$ cat src/sv/frame_load_monitor_assert.svh
// Assertion macros for the frame load monitor.
// Included by files that check their own logic; no other dependencies.
`ifndef FRAME_LOAD_MONITOR_ASSERT_SVH
`define FRAME_LOAD_MONITOR_ASSERT_SVH
`ifndef SYNTHESIS
`define FLM_ASSERT_IMPL(label, clk, rst, ante, cons) \
  label: assert property (@(posedge clk) disable iff (rst) (ante) |-> (cons)) \
    else $error("frame_load_monitor: same-cycle check failed");
`define FLM_ASSERT_NEXT(label, clk, rst, ante, cons) \
  label: assert property (@(posedge clk) disable iff (rst) (ante) |=> (cons)) \
    else $error("frame_load_monitor: next-cycle check failed");
`else
`define FLM_ASSERT_IMPL(label, clk, rst, ante, cons)
`define FLM_ASSERT_NEXT(label, clk, rst, ante, cons)
`endif
`endif

$ cat src/sv/flm_pkg.sv
// Shared types and constants of the frame load monitor.
// No dependencies; imported by every module of the block.
package flm_pkg;

  localparam logic [1:0] REQ_BEGIN  = 2'd0;
  localparam logic [1:0] REQ_END    = 2'd1;
  localparam logic [1:0] REQ_REPORT = 2'd2;

  localparam logic [0:0] REG_LINES_PER_FRAME = 1'd0;
  localparam logic [0:0] REG_REPORT_EVERY    = 1'd1;

  localparam logic [9:0]  LpfReset    = 10'd313;
  localparam logic [15:0] ReportReset = 16'd50;
  localparam logic [6:0]  PctFull     = 7'd100;

  // divider: 32-bit dividend, 16-bit divisor, one quotient bit per cycle
  localparam int          DivW     = 32;
  localparam int          ProdW    = 17;
  localparam int          PctShift = DivW - ProdW;
  localparam logic [5:0]  AvgSteps = 6'(DivW);
  localparam logic [5:0]  PctSteps = 6'(ProdW);

  typedef struct packed {
    logic [1:0]  req_type;
    logic        ready_req;
    logic [15:0] vblank_count;
    logic [9:0]  scan_line;
  } item_t;

  typedef struct packed {
    logic [15:0] frame_count;
    logic [15:0] dropped;
    logic [9:0]  max_lines;
    logic [31:0] line_sum;
  } snap_t;

  typedef struct packed {
    logic [6:0]  max_load_percent;
    logic [6:0]  load_percent;
    logic [15:0] dropped_frames;
    logic [15:0] frame_count;
  } result_t;

  typedef struct packed {
    logic            start;
    logic [DivW-1:0] dividend;
    logic [15:0]     divisor;
    logic [5:0]      steps;
  } div_req_t;

endpackage

$ cat src/sv/flm_div.sv
// Shared restoring divider, one quotient bit per cycle.
// Depends on flm_pkg for widths and the request struct.
module flm_div import flm_pkg::*; (
  input  logic            clk,
  input  logic            rst,
  input  div_req_t        req,
  output logic            done,
  output logic [DivW-1:0] quotient
);

  logic [15:0]     rem;
  logic [DivW-1:0] quo;
  logic [15:0]     dvs;
  logic [5:0]      cnt;
  logic            run;
  logic [16:0]     shifted;
  logic [17:0]     diff;

  assign shifted  = {rem, quo[DivW-1]};
  assign diff     = {1'b0, shifted} - {2'b0, dvs};
  assign quotient = quo;

  always_ff @(posedge clk) begin
    if (rst) begin
      run  <= 1'b0;
      done <= 1'b0;
      cnt  <= '0;
    end else begin
      done <= 1'b0;
      if (req.start) begin
        run <= 1'b1;
        cnt <= req.steps;
      end else if (run) begin
        cnt <= cnt - 6'd1;
        if (cnt == 6'd1) begin
          run  <= 1'b0;
          done <= 1'b1;
        end
      end
    end
  end

  always_ff @(posedge clk) begin
    if (req.start) begin
      rem <= '0;
      quo <= req.dividend;
      dvs <= req.divisor;
    end else if (run) begin
      if (!diff[17]) begin
        rem <= diff[15:0];
        quo <= {quo[DivW-2:0], 1'b1};
      end else begin
        rem <= shifted[15:0];
        quo <= {quo[DivW-2:0], 1'b0};
      end
    end
  end

endmodule

$ cat src/sv/flm_track.sv
// Event tracker: begin/end bookkeeping, dropped count, sums and report trigger.
// Depends on flm_pkg for request codes and the snapshot struct.
module flm_track import flm_pkg::*; (
  input  logic        clk,
  input  logic        rst,
  input  logic        accept,
  input  item_t       item,
  input  logic [9:0]  lines_per_frame,
  input  logic [15:0] report_period,
  output logic        go,
  output snap_t       snap
);

  logic        measuring, measuring_next;
  logic [15:0] last_vblank, last_vblank_next;
  logic [9:0]  start_line, start_line_next;
  logic [15:0] frames_seen, frames_seen_next;
  logic [15:0] dropped_total, dropped_total_next;
  logic [9:0]  max_lines, max_lines_next;
  logic [31:0] line_sum, line_sum_next;
  logic [15:0] passed;
  logic [10:0] wrapped;
  logic [9:0]  used;
  logic        want_report;

  assign passed  = item.vblank_count - last_vblank;
  assign wrapped = {1'b0, item.scan_line} + {1'b0, lines_per_frame} - {1'b0, start_line};
  assign used    = (item.scan_line >= start_line) ? (item.scan_line - start_line)
                                                  : wrapped[9:0];

  always_comb begin
    measuring_next     = measuring;
    last_vblank_next   = last_vblank;
    start_line_next    = start_line;
    frames_seen_next   = frames_seen;
    dropped_total_next = dropped_total;
    max_lines_next     = max_lines;
    line_sum_next      = line_sum;
    want_report        = 1'b0;
    go                 = 1'b0;
    case (item.req_type)
      REQ_BEGIN: begin
        if (!item.ready_req) begin
          measuring_next = 1'b0;
        end else begin
          if (measuring && passed > 16'd1) begin
            dropped_total_next = dropped_total + passed - 16'd1;
          end
          last_vblank_next = item.vblank_count;
          measuring_next   = 1'b1;
          start_line_next  = item.scan_line;
        end
      end
      REQ_END: begin
        if (measuring) begin
          line_sum_next    = line_sum + {22'b0, used};
          max_lines_next   = (used > max_lines) ? used : max_lines;
          frames_seen_next = frames_seen + 16'd1;
          want_report      = (frames_seen_next >= report_period);
        end
      end
      REQ_REPORT: begin
        want_report = 1'b1;
      end
      default: begin
      end
    endcase
    snap.frame_count = frames_seen_next;
    snap.dropped     = dropped_total_next;
    snap.max_lines   = max_lines_next;
    snap.line_sum    = line_sum_next;
    if (want_report && frames_seen_next != 16'd0) begin
      go                 = accept;
      frames_seen_next   = '0;
      dropped_total_next = '0;
      max_lines_next     = '0;
      line_sum_next      = '0;
    end
  end

  always_ff @(posedge clk) begin
    if (rst) begin
      measuring     <= 1'b0;
      last_vblank   <= '0;
      start_line    <= '0;
      frames_seen   <= '0;
      dropped_total <= '0;
      max_lines     <= '0;
      line_sum      <= '0;
    end else if (accept) begin
      measuring     <= measuring_next;
      last_vblank   <= last_vblank_next;
      start_line    <= start_line_next;
      frames_seen   <= frames_seen_next;
      dropped_total <= dropped_total_next;
      max_lines     <= max_lines_next;
      line_sum      <= line_sum_next;
    end
  end

endmodule

$ cat src/sv/flm_report.sv
// Report sequencer: average and load percentages through the shared divider,
// then the output register. Depends on flm_pkg; drives flm_div requests.
module flm_report import flm_pkg::*; (
  input  logic            clk,
  input  logic            rst,
  input  logic [9:0]      lines_per_frame,
  input  logic            go,
  input  snap_t           snap,
  output logic            busy,
  output div_req_t        div_req,
  input  logic            div_done,
  input  logic [DivW-1:0] div_quo,
  output logic            out_valid,
  input  logic            out_ready,
  output result_t         result
);

  localparam logic [3:0] S_IDLE      = 4'd0;
  localparam logic [3:0] S_AVG_GO    = 4'd1;
  localparam logic [3:0] S_AVG_WAIT  = 4'd2;
  localparam logic [3:0] S_PAVG_GO   = 4'd3;
  localparam logic [3:0] S_PAVG_WAIT = 4'd4;
  localparam logic [3:0] S_MAX_PREP  = 4'd5;
  localparam logic [3:0] S_PMAX_GO   = 4'd6;
  localparam logic [3:0] S_PMAX_WAIT = 4'd7;
  localparam logic [3:0] S_OUT       = 4'd8;

  logic [3:0]       state;
  snap_t            snap_r;
  logic [6:0]       avg_pct;
  logic [6:0]       max_pct;
  logic [ProdW-1:0] prod;
  logic [15:0]      avg_sat;
  logic [15:0]      lpf_ext;
  logic             avg_full;
  logic             max_full;
  logic             out_free;

  assign avg_sat  = (div_quo[DivW-1:16] != '0) ? 16'hFFFF : div_quo[15:0];
  assign lpf_ext  = {6'b0, lines_per_frame};
  assign avg_full = (lines_per_frame == 10'd0) || (avg_sat >= lpf_ext);
  assign max_full = (lines_per_frame == 10'd0) || (snap_r.max_lines >= lines_per_frame);
  assign out_free = !out_valid || out_ready;
  assign busy     = (state != S_IDLE);

  always_comb begin
    div_req.start    = (state == S_AVG_GO) || (state == S_PAVG_GO) || (state == S_PMAX_GO);
    div_req.dividend = {prod, {PctShift{1'b0}}};
    div_req.divisor  = lpf_ext;
    div_req.steps    = PctSteps;
    if (state == S_AVG_GO) begin
      div_req.dividend = snap_r.line_sum;
      div_req.divisor  = snap_r.frame_count;
      div_req.steps    = AvgSteps;
    end
  end

  always_ff @(posedge clk) begin
    if (rst) begin
      state <= S_IDLE;
    end else begin
      case (state)
        S_IDLE:      if (go) state <= S_AVG_GO;
        S_AVG_GO:    state <= S_AVG_WAIT;
        S_AVG_WAIT:  if (div_done) state <= avg_full ? S_MAX_PREP : S_PAVG_GO;
        S_PAVG_GO:   state <= S_PAVG_WAIT;
        S_PAVG_WAIT: if (div_done) state <= S_MAX_PREP;
        S_MAX_PREP:  state <= max_full ? S_OUT : S_PMAX_GO;
        S_PMAX_GO:   state <= S_PMAX_WAIT;
        S_PMAX_WAIT: if (div_done) state <= S_OUT;
        S_OUT:       if (out_free) state <= S_IDLE;
        default:     state <= S_IDLE;
      endcase
    end
  end

  always_ff @(posedge clk) begin
    if (rst) begin
      out_valid <= 1'b0;
    end else if (state == S_OUT && out_free) begin
      out_valid <= 1'b1;
    end else if (out_ready) begin
      out_valid <= 1'b0;
    end
  end

  always_ff @(posedge clk) begin
    case (state)
      S_IDLE: begin
        if (go) snap_r <= snap;
      end
      S_AVG_WAIT: begin
        if (div_done) begin
          avg_pct <= PctFull;
          prod    <= ProdW'(avg_sat[9:0]) * ProdW'(PctFull);
        end
      end
      S_PAVG_WAIT: begin
        if (div_done) avg_pct <= div_quo[6:0];
      end
      S_MAX_PREP: begin
        max_pct <= PctFull;
        prod    <= ProdW'(snap_r.max_lines) * ProdW'(PctFull);
      end
      S_PMAX_WAIT: begin
        if (div_done) max_pct <= div_quo[6:0];
      end
      S_OUT: begin
        if (out_free) begin
          result.frame_count      <= snap_r.frame_count;
          result.dropped_frames   <= snap_r.dropped;
          result.load_percent     <= avg_pct;
          result.max_load_percent <= max_pct;
        end
      end
      default: begin
      end
    endcase
  end

endmodule

$ cat src/sv/frame_load_monitor.sv
// Frame load monitor top level: config registers, stream ports, checks.
// Depends on flm_pkg, flm_track, flm_report, flm_div and the assert header.
//
// Begin, end and report-request items are taken one per cycle as long as no
// report is being computed. An item that produces a report (a report request
// with frames counted, or the end item that brings the frame count to the
// report period) holds off further input while the report is computed: the
// shared one-bit-per-cycle divider works out a 32-bit quotient for the
// average lines per frame and a 17-bit quotient for each of the two load
// percentages. A load that reads 100 skips its division. The report then
// sits in the output register; input is taken again while it waits to be
// read, and a following report holds off input until that register is free.
// Input tuser carries the request type; load values above 100 and a zero
// line count per frame read as 100.
`include "frame_load_monitor_assert.svh"
module frame_load_monitor import flm_pkg::*; (
  input  logic        clk,
  input  logic        rst,
  input  logic        cfg_wr_en,
  input  logic [0:0]  cfg_index,
  input  logic [15:0] cfg_data,
  input  logic        s_axis_tvalid,
  output logic        s_axis_tready,
  input  logic [31:0] s_axis_tdata,   // ready_req, vblank_count[15:0], scan_line[9:0]
  input  logic [1:0]  s_axis_tuser,   // req_type[1:0]
  output logic        m_axis_tvalid,
  input  logic        m_axis_tready,
  output logic [47:0] m_axis_tdata    // frame_count, dropped_frames, load_percent,
                                      // max_load_percent
);

  logic [9:0]      lines_per_frame;
  logic [15:0]     report_period;
  item_t           item;
  logic            accept;
  logic            go;
  snap_t           snap;
  logic            busy;
  div_req_t        div_req;
  logic            div_done;
  logic [DivW-1:0] div_quo;
  result_t         result;

  always_ff @(posedge clk) begin
    if (rst) begin
      lines_per_frame <= LpfReset;
      report_period   <= ReportReset;
    end else if (cfg_wr_en) begin
      case (cfg_index)
        REG_LINES_PER_FRAME: lines_per_frame <= cfg_data[9:0];
        REG_REPORT_EVERY:    report_period   <= cfg_data;
        default: begin
        end
      endcase
    end
  end

  assign item.req_type     = s_axis_tuser;
  assign item.ready_req    = s_axis_tdata[0];
  assign item.vblank_count = s_axis_tdata[16:1];
  assign item.scan_line    = s_axis_tdata[26:17];

  assign s_axis_tready = !busy;
  assign accept        = s_axis_tvalid && s_axis_tready;

  flm_track u_track (
    .clk             (clk),
    .rst             (rst),
    .accept          (accept),
    .item            (item),
    .lines_per_frame (lines_per_frame),
    .report_period   (report_period),
    .go              (go),
    .snap            (snap)
  );

  flm_report u_report (
    .clk             (clk),
    .rst             (rst),
    .lines_per_frame (lines_per_frame),
    .go              (go),
    .snap            (snap),
    .busy            (busy),
    .div_req         (div_req),
    .div_done        (div_done),
    .div_quo         (div_quo),
    .out_valid       (m_axis_tvalid),
    .out_ready       (m_axis_tready),
    .result          (result)
  );

  flm_div u_div (
    .clk      (clk),
    .rst      (rst),
    .req      (div_req),
    .done     (div_done),
    .quotient (div_quo)
  );

  assign m_axis_tdata = {2'b0, result.max_load_percent, result.load_percent,
                         result.dropped_frames, result.frame_count};

  `FLM_ASSERT_NEXT(a_report_blocks_input, clk, rst, accept && go, !s_axis_tready)
  `FLM_ASSERT_IMPL(a_load_bounded, clk, rst, m_axis_tvalid, m_axis_tdata[38:32] <= PctFull)
  `FLM_ASSERT_IMPL(a_max_bounded, clk, rst, m_axis_tvalid, m_axis_tdata[45:39] <= PctFull)
  `FLM_ASSERT_IMPL(a_frames_nonzero, clk, rst, m_axis_tvalid, m_axis_tdata[15:0] != 16'd0)

endmodule

$ cat config.mk
export PLATFORM = sky130hd
export DESIGN_NAME = frame_load_monitor
export DESIGN_NICKNAME = d
export VERILOG_FILES = /design/src/sv/flm_pkg.sv /design/src/sv/flm_div.sv /design/src/sv/flm_track.sv /design/src/sv/flm_report.sv /design/src/sv/frame_load_monitor.sv
export VERILOG_INCLUDE_DIRS = /design/src /design/src/sv
export SDC_FILE = /design/constraint.sdc
export NUM_CORES = 1
export LEC_CHECK = 0
export CAP_MARGIN = 20
export CORE_ASPECT_RATIO = 1.4
export CORE_MARGIN = 5
export CORE_UTILIZATION = 60
export DETAILED_ROUTE_END_ITERATION = 10
export DONT_BUFFER_PORTS = 1
export PLACE_DENSITY_LB_ADDON = 0.1
export SYNTH_ARGS = -nofsm -noshare
export SYNTH_HDL_FRONTEND = slang
export SYNTH_SLANG_ARGS = --single-unit
$ cat constraint.sdc
create_clock -name clk -period 8.3 [get_ports clk]
set_input_delay 0.83 -clock clk [delete_from_list [all_inputs] [get_ports clk]]
set_output_delay 0.83 -clock clk [all_outputs]
set_load 0.05 [all_outputs]
Yosys cells after proc, flatten, opt, wreduce, memory -nomap -nowiden
Cells that the tools add are included.
W data, S select, Z words.
{ "op_classes": {"add_sub_neg": 10, "mul": 2, "magnitude_cmp": 6, "n_eq_ne": 16, "n_mux": 47, "bitwise_logic": 2, "n_reduce_logical": 33} }
{ "ops": {"columns": ["cell", "count"], "rows": [
  ["$mux W32", 5],
  ["$mux W16", 9],
  ["$mux W54", 1],
  ["$mux W10", 5],
  ["$pmux W4 S9", 1],
  ["$pmux W17 S2", 1],
  ["$add A32 B10 Y32", 1],
  ["$reduce_bool A16 Y1", 2],
  ["$mul A10 B5 Y15 const B", 2],
  ["$pmux W7 S2", 2],
  ["$mux W4", 6],
  ["$ge A10 B10 Y1", 2],
  ["$sub A10 B10 Y10", 2],
  ["$sub A17 B16 Y18", 1],
  ["$mux W17", 1],
  ["$add A16 B1 Y16 const B", 1],
  ["$add A16 B16 Y16", 1],
  ["$eq A4 B3 Y1 const B", 4],
  ["$ge A16 B10 Y1", 1],
  ["$ge A16 B16 Y1", 1],
  ["$gt A16 B1 Y1 const B", 1],
  ["$sub A16 B1 Y16 const B", 1],
  ["$sub A16 B16 Y16", 1],
  ["$mux W7", 2],
  ["other kinds (28)", 62]
]} }
{ "totals": {"reg_bits": 355, "input_bits": 56, "wordCells": 145} }

Longest topological paths before layout
Gate-level depths: netlist of the first run.
{ "depth": {"word_depth": 8, "mapped_depth": 25, "mapped_depth_nobuf": 24} }

Hierarchy
Synthesis of the first run repeated with hierarchy kept, for this count alone.
{ "unflattened": {"hier_cells": 2400, "hier_area_um2": 22545.4} }
{ "modules_own_cells": {"columns": ["mod", "n_inst", "cells_each", "area_each_um2"], "rows": [
  ["flm_track", 1, 1356, 9810.7],
  ["flm_report", 1, 603, 7892.6],
  ["flm_div", 1, 323, 3719.8],
  ["frame_load_monitor", 1, 118, 1122.3]
]} }

Worst setup path before layout of the first run
OpenSTA, ideal clock, no wires.
{ "synth_path": {"path_type": "register -> register", "startpoint": "register u_report.state[0]", "endpoint": "register u_report.snap_r[0] (netlist name) (enable)", "arrival_time_ns": 6.042, "t_required_ns": 7.793, "setup_slack_ns": 1.751, "path_stages_with_launch": 6, "path_cell_list": "dfxtp_1 > clkbuf_1 > nor4_1 > nand2_1 > clkbuf_1 > nor2_1"} }
{ "synth_via": {"elab_chain_len": 5, "word_cells_on_any_way": 6, "classes_between": "mux (1); reduce/logical (5)"} }
{ "synth_lines": {"columns": ["element", "line", "source"], "rows": [
  ["from (decl)", "flm_report.sv:28", "logic [3:0] state;"],
  ["from (signal assigned)", "flm_report.sv:65", "S_AVG_WAIT: if (div_done) state <= avg_full ? S_MAX_PREP : S_PAVG_GO;"],
  ["from (signal assigned)", "flm_report.sv:68", "S_MAX_PREP: state <= max_full ? S_OUT : S_PMAX_GO;"],
  ["$reduce_bool A4 Y1", "flm_report.sv:44", "assign busy = (state != S_IDLE);"],
  ["$logic_not A1 Y1", "frame_load_monitor.sv:63", "assign s_axis_tready = !busy;"],
  ["net s_axis_tready", "frame_load_monitor.sv:23", "output logic s_axis_tready,"],
  ["$logic_and A1 B1 Y1", "frame_load_monitor.sv:64", "assign accept = s_axis_tvalid && s_axis_tready;"],
  ["$mux W1", "flm_track.sv:72", "if (want_report && frames_seen_next != 16'd0) begin"],
  ["$reduce_and A2 Y1 (no source line)", null, null],
  ["to (signal assigned)", "flm_report.sv:90", "if (go) snap_r <= snap;"],
  ["to (decl)", "flm_report.sv:29", "snap_t snap_r;"]
]} }
The timed path passes the listed nets, and every way through them passes these cells.
A chain may end at the register's enable or synchronous reset.

Final worst setup path of the first run
{ "layout_path": {"startpoint": "register u_track.start_line[0]", "endpoint": "register u_track.line_sum[28]"} }
{ "layout_via": {"elab_chain_len": 6, "word_cells_on_any_way": 8, "classes_between": "add/sub (3); order compare (1); mux (4)"} }
{ "layout_lines": {"columns": ["element", "line", "source"], "rows": [
  ["from (decl)", "flm_track.sv:16", "logic [9:0] start_line, start_line_next;"],
  ["from (signal assigned)", "flm_track.sv:93", "start_line <= start_line_next;"],
  ["$sub A10 B10 Y10, or another cell as far along", "flm_track.sv:27", "assign wrapped = {1'b0, item.scan_line} + {1'b0, lines_per_frame} - {1'b0, start_line};"],
  ["$mux W10 *", "flm_track.sv:28", "assign used = (item.scan_line >= start_line) ? (item.scan_line - start_line)"],
  ["$add A32 B10 Y32 *", "flm_track.sv:56", "line_sum_next = line_sum + {22'b0, used};"],
  ["$mux W32 *", "flm_track.sv:55", "if (measuring) begin"],
  ["$mux W32 *", "flm_track.sv:41", "case (item.req_type)"],
  ["$mux W32 *", "flm_track.sv:72", null],
  ["to (signal assigned)", "flm_track.sv:97", "line_sum <= line_sum_next;"],
  ["to (decl)", "flm_track.sv:20", "logic [31:0] line_sum, line_sum_next;"]
]} }
Mark *: on every way between the ends. The rest lies on a longest branch, timed or not.

==> out/metrics.yaml, run 1 <==
route:
  ant_nets: 0
  drt-initial-drc-count: 953
  viasPerCell: 5.84
  drt_pass1_iterations: 5
  drc: 0
  wl_mm: 50.5
  wl_per_cell_um: 18.5
  vias: 15900
sta:
  finalSetupTns_ns: 0
  rsz0062_at_grt: "no"
  hold_viol_final: 0
  finalSetupViolCount: 0
  slew_headroom_pct: 29.7
  final_max_slew_viol_count: 0
  worstMarginPinSlew_ns: 1.05
  clock_skew_ns: 0.0160
  fmax_ghz: 0.165
  period_minus_slack_ns: 6.06
  min_period_over_period_pct: 73.1
floorplanning:
  io_pins: 106
  core_area_um2: 35100
  start_util_pct: 60.9
  row_count: 81
  dieArea_um2: 39500
  die_w_um: 169
  die-height_um: 233
clock_tree:
  cts_max_level: 2
  post_cts_buffers: 0
  cts_buffer_depth: 3
  cts-hold-fix-buffers: 0
  clk_latency_ns: 0.54
  clk_pin_slew_ns: 0.07
  numCtsBuffers: 36
  cts_tree: "yes"
  clockRootBuffer: "clkbuf_16"
  clock_sinks: 353
  postCtsResizedCells: 0
critical_path:
  crit_fanout: 8
  critPathLaunchType: "flip-flop"
  cp.required_ns: 8.76
  cp-end-kind: "flip-flop"
  critPathMaxStageDelay_ns: 0.80
  crit_chain: "ha_1 > inv_1 > fa_1 > a21o_1 > a21oi_1 > nor2b_1 > o21ai_0 > a21oi_1 > o221ai_1 > mux2i_1 > inv_1 > ha_1 > inv_1 > fa_1 > nor2b_1 > o21ai_0 > a21boi_0 > o211ai_1 > a211oi_1 > nand3_1 > or3_1 > a21oi_1"
  arrival_ns: 6.53
  cp_slowest_cell: "a211oi_1"
  crit_type: "flip-flop to flip-flop"
global_route:
  grt.total_usage_pct: 25.6
  grt_pass1_wl_mm: 81.1
  grt_antenna_before_repair: 0
  grt_pass1_vias: 15800
  grt_max_degree: 116
  gr-total-overflow: 0
logic_synthesis:
  ys.flop_type: "edfxtp_1"
  synth-seq-area-share_pct: 42.3
  synth_area_leaders: "edfxtp_1, dfxtp_1, ha_1, nand2_1, a21oi_1"
  yosysWarnings: 0
  synth_top_area_share_pct: 27.7
  ys_top_cells_by_count: "nand2_1, inv_1, ha_1"
  avgSynthCellArea_um2: 9.40
  synth_edf_count: 197
  netlist_area_um2: 21400
  synth_cells: 2273
  ys_types: 79
  ys_seq_elements: 353
  synthArstFlopShare_pct: 0
  synth_largest_area_cell: "edfxtp_1"
  synth.most_common_cell: "nand2_1"
worst_hold_path:
  min_path_type: "input pin to flip-flop"
layout:
  layout.nets: 2537
  area_growth_pct: 7.59
  fill_cells: 2957
  stdcell_count: 2730
  diodes: 0
  final_layout_size_suffix_gt1_share_pct: 6.02
flow_run:
  maxCapViolations: 0
pwr:
  p_leak_nw: 9.46
  vdd_drop_max_v: 0.000215
  power_density_nw_per_um2: 214
place:
  dpl.hpwl_mm: 37.2
  port_buffers: 0
  place_inst: 2662
  gp_congestion: 0.879
status:
  status: "finished, final reports clean"
registers in the layout, summed over array words and instances (netlist names), 15 cells and up:
register,count
u_report.snap_r,74
u_report.result,46
u_div.quotient,32
u_track.line_sum,32
report_period,16
u_div.dvs,16
u_div.rem,16
u_track.dropped_total,16
u_track.frames_seen,16
u_track.last_vblank,16
u_report.prod,15
cell usage in the layout (no fill, tap or decap), types with 14 or more instances in the layout:
| cell | Yosys | layout |
|---|---|---|
| a22oi_1 | 24 | 24 |
| mux2i_1 | 16 | 16 |
| dfxtp_1 | 156 | 156 |
| nor2_1 | 99 | 98 |
| xnor2_1 | 83 | 83 |
| o21a_1 | 17 | 17 |
| nand2_1 | 301 | 300 |
| buf_4 | 2 | 20 |
| or3_1 | 20 | 20 |
| clkbuf_16 | 0 | 36 |
| fa_1 | 24 | 24 |
| nor3_1 | 36 | 34 |
| or2_2 | 19 | 19 |
| ha_1 | 210 | 210 |
| and3_1 | 16 | 15 |
| xor2_1 | 49 | 49 |
| o21ai_0 | 113 | 113 |
| nand2b_1 | 22 | 22 |
| nand3_1 | 65 | 65 |
| mux2_2 | 25 | 25 |
| nor4_1 | 20 | 19 |
| inv_1 | 234 | 234 |
| a21oi_1 | 177 | 176 |
| a21o_1 | 39 | 39 |
| a22o_1 | 17 | 17 |
| nand4_1 | 19 | 19 |
| edfxtp_1 | 197 | 197 |
| nor2b_1 | 14 | 14 |
| o211ai_1 | 17 | 17 |
| and2_1 | 20 | 20 |
worst max-delay path, delay by kind of cell, from the launching register on:
family                   cells  cell delay [ns]
adder cells (fa/ha/maj)      4             1.14
flip-flops                   1             0.36
multiplexers                 1             0.24
AND/OR/NAND/NOR              4             0.89
AO/OA/AOI/OAI               10             3.13
buffers and inverters        3             0.23
area by class of cell:
cell class / count / area [um2] / area share, %
Clock inverter: 18 / 181 / 0.789
Clock buffer: 47 / 952 / 4.14
Tap cell: 456 / 571 / 2.48
Multi-Input combinational cell: 1593 / 11100 / 48.3
Inverter: 237 / 890 / 3.87
Sequential cell: 353 / 9040 / 39.3
Timing Repair Buffer: 26 / 254 / 1.10
stage by stage:
step | cell area (um2) | setup WS, ns | utilization, % | total power, W | hold WS [ns]
floorplan | 21400 | 1.75 | - | 0.00307 | 0.400
global placement | 21800 | 1.93 | 62.1 | 0.00330 | 0.401
detailed placement | 21800 | 1.81 | 62.1 | 0.00337 | 0.405
CTS | 22900 | 2.27 | 65.4 | 0.00496 | 0.337
global route | 23000 | 1.72 | 65.6 | 0.00521 | 0.341
finish | 23000 | 2.24 | 65.6 | 0.00493 | 0.350
power breakdown:
| group | leakage, nW | switching, W | total (W) | internal, W |
|---|---|---|---|---|
| clock | 0.546 | 0.000675 | 0.00158 | 0.000908 |
| sequential | 3.21 | 0.0000894 | 0.00209 | 0.00200 |
| combinational | 5.71 | 0.000765 | 0.00125 | 0.000487 |
| total | 9.46 | 0.00153 | 0.00493 | 0.00340 |
cell families after synthesis:
kind of cell	after synthesis	synth area share, %
and+or+nand+nor	686	15.1
AOI/OAI and AO/OA	497	14.6
DFF	353	42.3
buffers and inverters	328	5.90
adders and majority gates	234	14.5
xor gates and xnor gates	132	5.41
muxes	42	2.12
other	1	0.0175
path summary, 6_finish.rpt:
check	cells past startpoint	slack, ns	start	to
worst min register to register	0	0.41	u_report.max_pct[5]	u_report.result[44]
worst max-delay path	22	2.24	u_track.start_line[0]	u_track.line_sum[28]
worst max register to register	22	2.24	u_track.start_line[0]	u_track.line_sum[28]
worst min-delay path	1	0.35	rst	u_report.out_valid
per-layer routing:
layer | part of all wire [%] | wire (um) | GRT usage (%) | vias to the layer above
met5 | 0 | 0 | 0 | -
met1 | 39 | 19700 | 29.7 | 7558
met2 | 52 | 26100 | 46.6 | 374
li1 | - | - | - | 7900
met3 | 4.8 | 2430 | 3.76 | 104
met4 | 4.5 | 2280 | 11.0 | 0
Note: power is estimated with default switching activity, not from simulation.
==> run 2: changes to the inputs <==
--- a/config.mk
+++ b/config.mk
@@ -6,10 +6,11 @@
 export SDC_FILE = /design/constraint.sdc
 export NUM_CORES = 1
 export LEC_CHECK = 0
+export ABC_AREA = 1
 export CAP_MARGIN = 20
 export CORE_ASPECT_RATIO = 1.4
 export CORE_MARGIN = 5
-export CORE_UTILIZATION = 60
+export CORE_UTILIZATION = 59
 export DETAILED_ROUTE_END_ITERATION = 10
 export DONT_BUFFER_PORTS = 1
 export PLACE_DENSITY_LB_ADDON = 0.1
==> constraint.sdc (replaced) <==
create_clock -name clk -period 5.5 [get_ports clk]
set_input_delay 0.55 -clock clk [delete_from_list [all_inputs] [get_ports clk]]
set_output_delay 0.55 -clock clk [all_outputs]
set_load 0.05 [all_outputs]
==> out/metrics.yaml, run 2 <==
status:
  status: "finished, final reports clean"
sta:
  hold_viol_final: 0
  finalSetupViolCount: 0
  fmax_ghz: 0.206
  min_period_over_period_pct: 88.1
  rsz0062_at_grt: "no"
  clock_skew_ns: 0.0187
  worstMarginPinSlew_ns: 0.928
  slew_headroom_pct: 38.1
  final_max_slew_viol_count: 0
  finalSetupTns_ns: 0
  setup_slack_ns: 0.655
  period_minus_slack_ns: 4.84
global_route:
  grt.total_usage_pct: 25.7
  grt_pass1_vias: 17000
  globalRouteMet1Util_pct: 29.6
  grt_pass1_wl_mm: 84.5
  grt_max_degree: 82
  grt_busiest_layer: "met2"
  met3_usage_pct: 4.73
  grtUsageMet2_pct: 46.5
  gr-total-overflow: 0
  grt_antenna_before_repair: 0
logic_synthesis:
  netlist_area_um2: 21700
  synth_cells: 2677
  yosysWarnings: 0
  synth.most_common_cell: "nand2_1"
  synthArstFlopShare_pct: 0
  avgSynthCellArea_um2: 8.11
  synth_area_leaders: "edfxtp_1, dfxtp_1, ha_1, nand2_1, inv_1"
  ys.flop_type: "edfxtp_1"
  ys_types: 47
  ys_top_cells_by_count: "nand2_1, inv_1, a21oi_1"
  synth_edf_count: 197
  synth-seq-area-share_pct: 41.6
  synth_largest_area_cell: "edfxtp_1"
  ys_seq_elements: 353
  synth_top_area_share_pct: 27.2
place:
  port_buffers: 0
  dpl.hpwl_mm: 39.9
  place_ws_ns: 0.734
  gp_congestion: 0.917
floorplanning:
  row_count: 83
  dieArea_um2: 40800
  core_area_um2: 36600
  io_pins: 106
  die-height_um: 237
  start_util_pct: 59.4
  die_w_um: 172
critical_path:
  critPathLaunch: "u_div.quotient[21]"
  arrival_ns: 5.13
  crit_fanout: 7
  critPathLaunchType: "flip-flop"
  cp.required_ns: 5.79
  r2r_start: "u_div.quotient[21]"
  crit_type: "flip-flop to flip-flop"
  cp-end-kind: "flip-flop"
layout:
  fill_cells: 3247
  layout.nets: 2953
  top_regs: "u_report.snap_r x74, u_report.result x46"
  diodes: 0
  largest_register_ffs: 74
  regMostFlops: "u_report.snap_r"
  layout_common_cells: "nand2_1, inv_1, a21oi_1"
  final_layout_size_suffix_gt1_share_pct: 3.57
  area_growth_pct: 7.42
  final_common_cell: "nand2_1"
route:
  wl_mm: 52.6
  drt-initial-drc-count: 1074
  drc: 0
  drt_pass1_iterations: 6
  viasPerCell: 5.50
  wl_per_cell_um: 16.6
  ant_nets: 0
  vias: 17400
worst_hold_path:
  min_path_type: "input pin to flip-flop"
  min-delay-start: "rst"
clock_tree:
  cts_buffer_depth: 3
  clk_pin_slew_ns: 0.06
  postCtsResizedCells: 0
  clockRootBuffer: "clkbuf_16"
  cts_tree: "yes"
  post_cts_buffers: 0
  clock_sinks: 353
  cts-hold-fix-buffers: 0
  clk_latency_ns: 0.55
  numCtsBuffers: 37
  cts_max_level: 2
pwr:
  power_density_nw_per_um2: 379
  vdd_drop_max_v: 0.000475
  p_leak_nw: 10.2
flow_run:
  maxCapViolations: 0
==> run 2: cell count changes in the layout (fill, tap and decap cells not counted), moves of 22 or more <==
cell      before  now
mux2_2        25    0
nor2_1        98  150
xnor2_1       83   34
nand2_1      300  676
o21ai_0      113  155
nand3_1       65  110
a21oi_1      176  242
nand2b_1      22    0
a21o_1        39    4
inv_1        234  400
==> run 2: final cells by class <==
| cell class | instances | area (um2) | share of cell area [%] |
|---|---|---|---|
| sequential | 353 | 9040 | 38.8 |
| tap | 467 | 584 | 2.51 |
| timing repair buffer | 17 | 153 | 0.654 |
| inverter | 406 | 1520 | 6.53 |
| multi-input combinational | 1848 | 10800 | 46.5 |
| clock inverter | 15 | 160 | 0.687 |
| clock buffer | 53 | 1030 | 4.40 |
==> run 2: worst max-delay path, stage by stage, from the launching register on <==
cell and delay [ns]:
edfxtp_1 0.41, nor4_1 0.31, and3b_1 0.21, nand2_1 0.21, inv_1 0.26, nand2_1 0.18
ha_1 0.34, ha_1 0.28, inv_1 0.05, fa_1 0.53, inv_1 0.04, ha_1 0.33
nand2_1 0.07, nand2_1 0.06, a31oi_1 0.06, o21ai_0 0.30, inv_1 0.06, o21ai_0 0.25
inv_1 0.09, o21ai_0 0.22, a21o_1 0.16, nand2_1 0.05, nand3_1 0.06, nand2_1 0.07
==> run 2: path summary, 6_finish.rpt <==
check	endpoint	slack, ns	cells past startpoint
setup / recovery	u_report.prod[16]	0.66	23
setup reg to reg	u_report.prod[16]	0.66	23
hold / removal	u_track.dropped_total[0]	0.09	1
hold reg to reg	u_report.result[26]	0.42	0
==> run 2: metal layers <==
layer,up-vias,wire length [um]
met4,0,2160
met3,106,2830
li1,8803,-
met5,-,0
met2,385,27000
met1,8076,20600
==> run 2: logic make-up after synthesis <==
logic type | Yosys count | share of synthesized area, %
buf+inv | 477 | 8.58
mux | 4 | 0.184
compound gates | 481 | 12.0
flops | 353 | 41.6
simple gates | 1043 | 19.9
xor+xnor | 84 | 3.39
fa+ha+maj | 234 | 14.3
other cells | 1 | 0.0173
==> run 2: stage by stage <==
stage               utilization [%]  cell area (um2)  hold slack, ns  total power (W)  cells
floorplan                         -            21700           0.400          0.00573   2678
global placement               60.6            22100           0.402          0.00636   3091
detailed placement             60.6            22100           0.405          0.00643   3091
CTS                            63.8            23300          0.0682          0.00891   3159
global route                   63.8            23300          0.0614          0.00939   3159
finish                         63.8            23300          0.0853          0.00885   3159
==> run 2: report_power, final <==
| part | switching (W) | internal, W | leakage (nW) | total (W) |
|---|---|---|---|---|
| sequential | 0.000455 | 0.00327 | 2.96 | 0.00373 |
| clock | 0.00104 | 0.00141 | 0.578 | 0.00245 |
| combinational | 0.00180 | 0.000875 | 6.71 | 0.00267 |
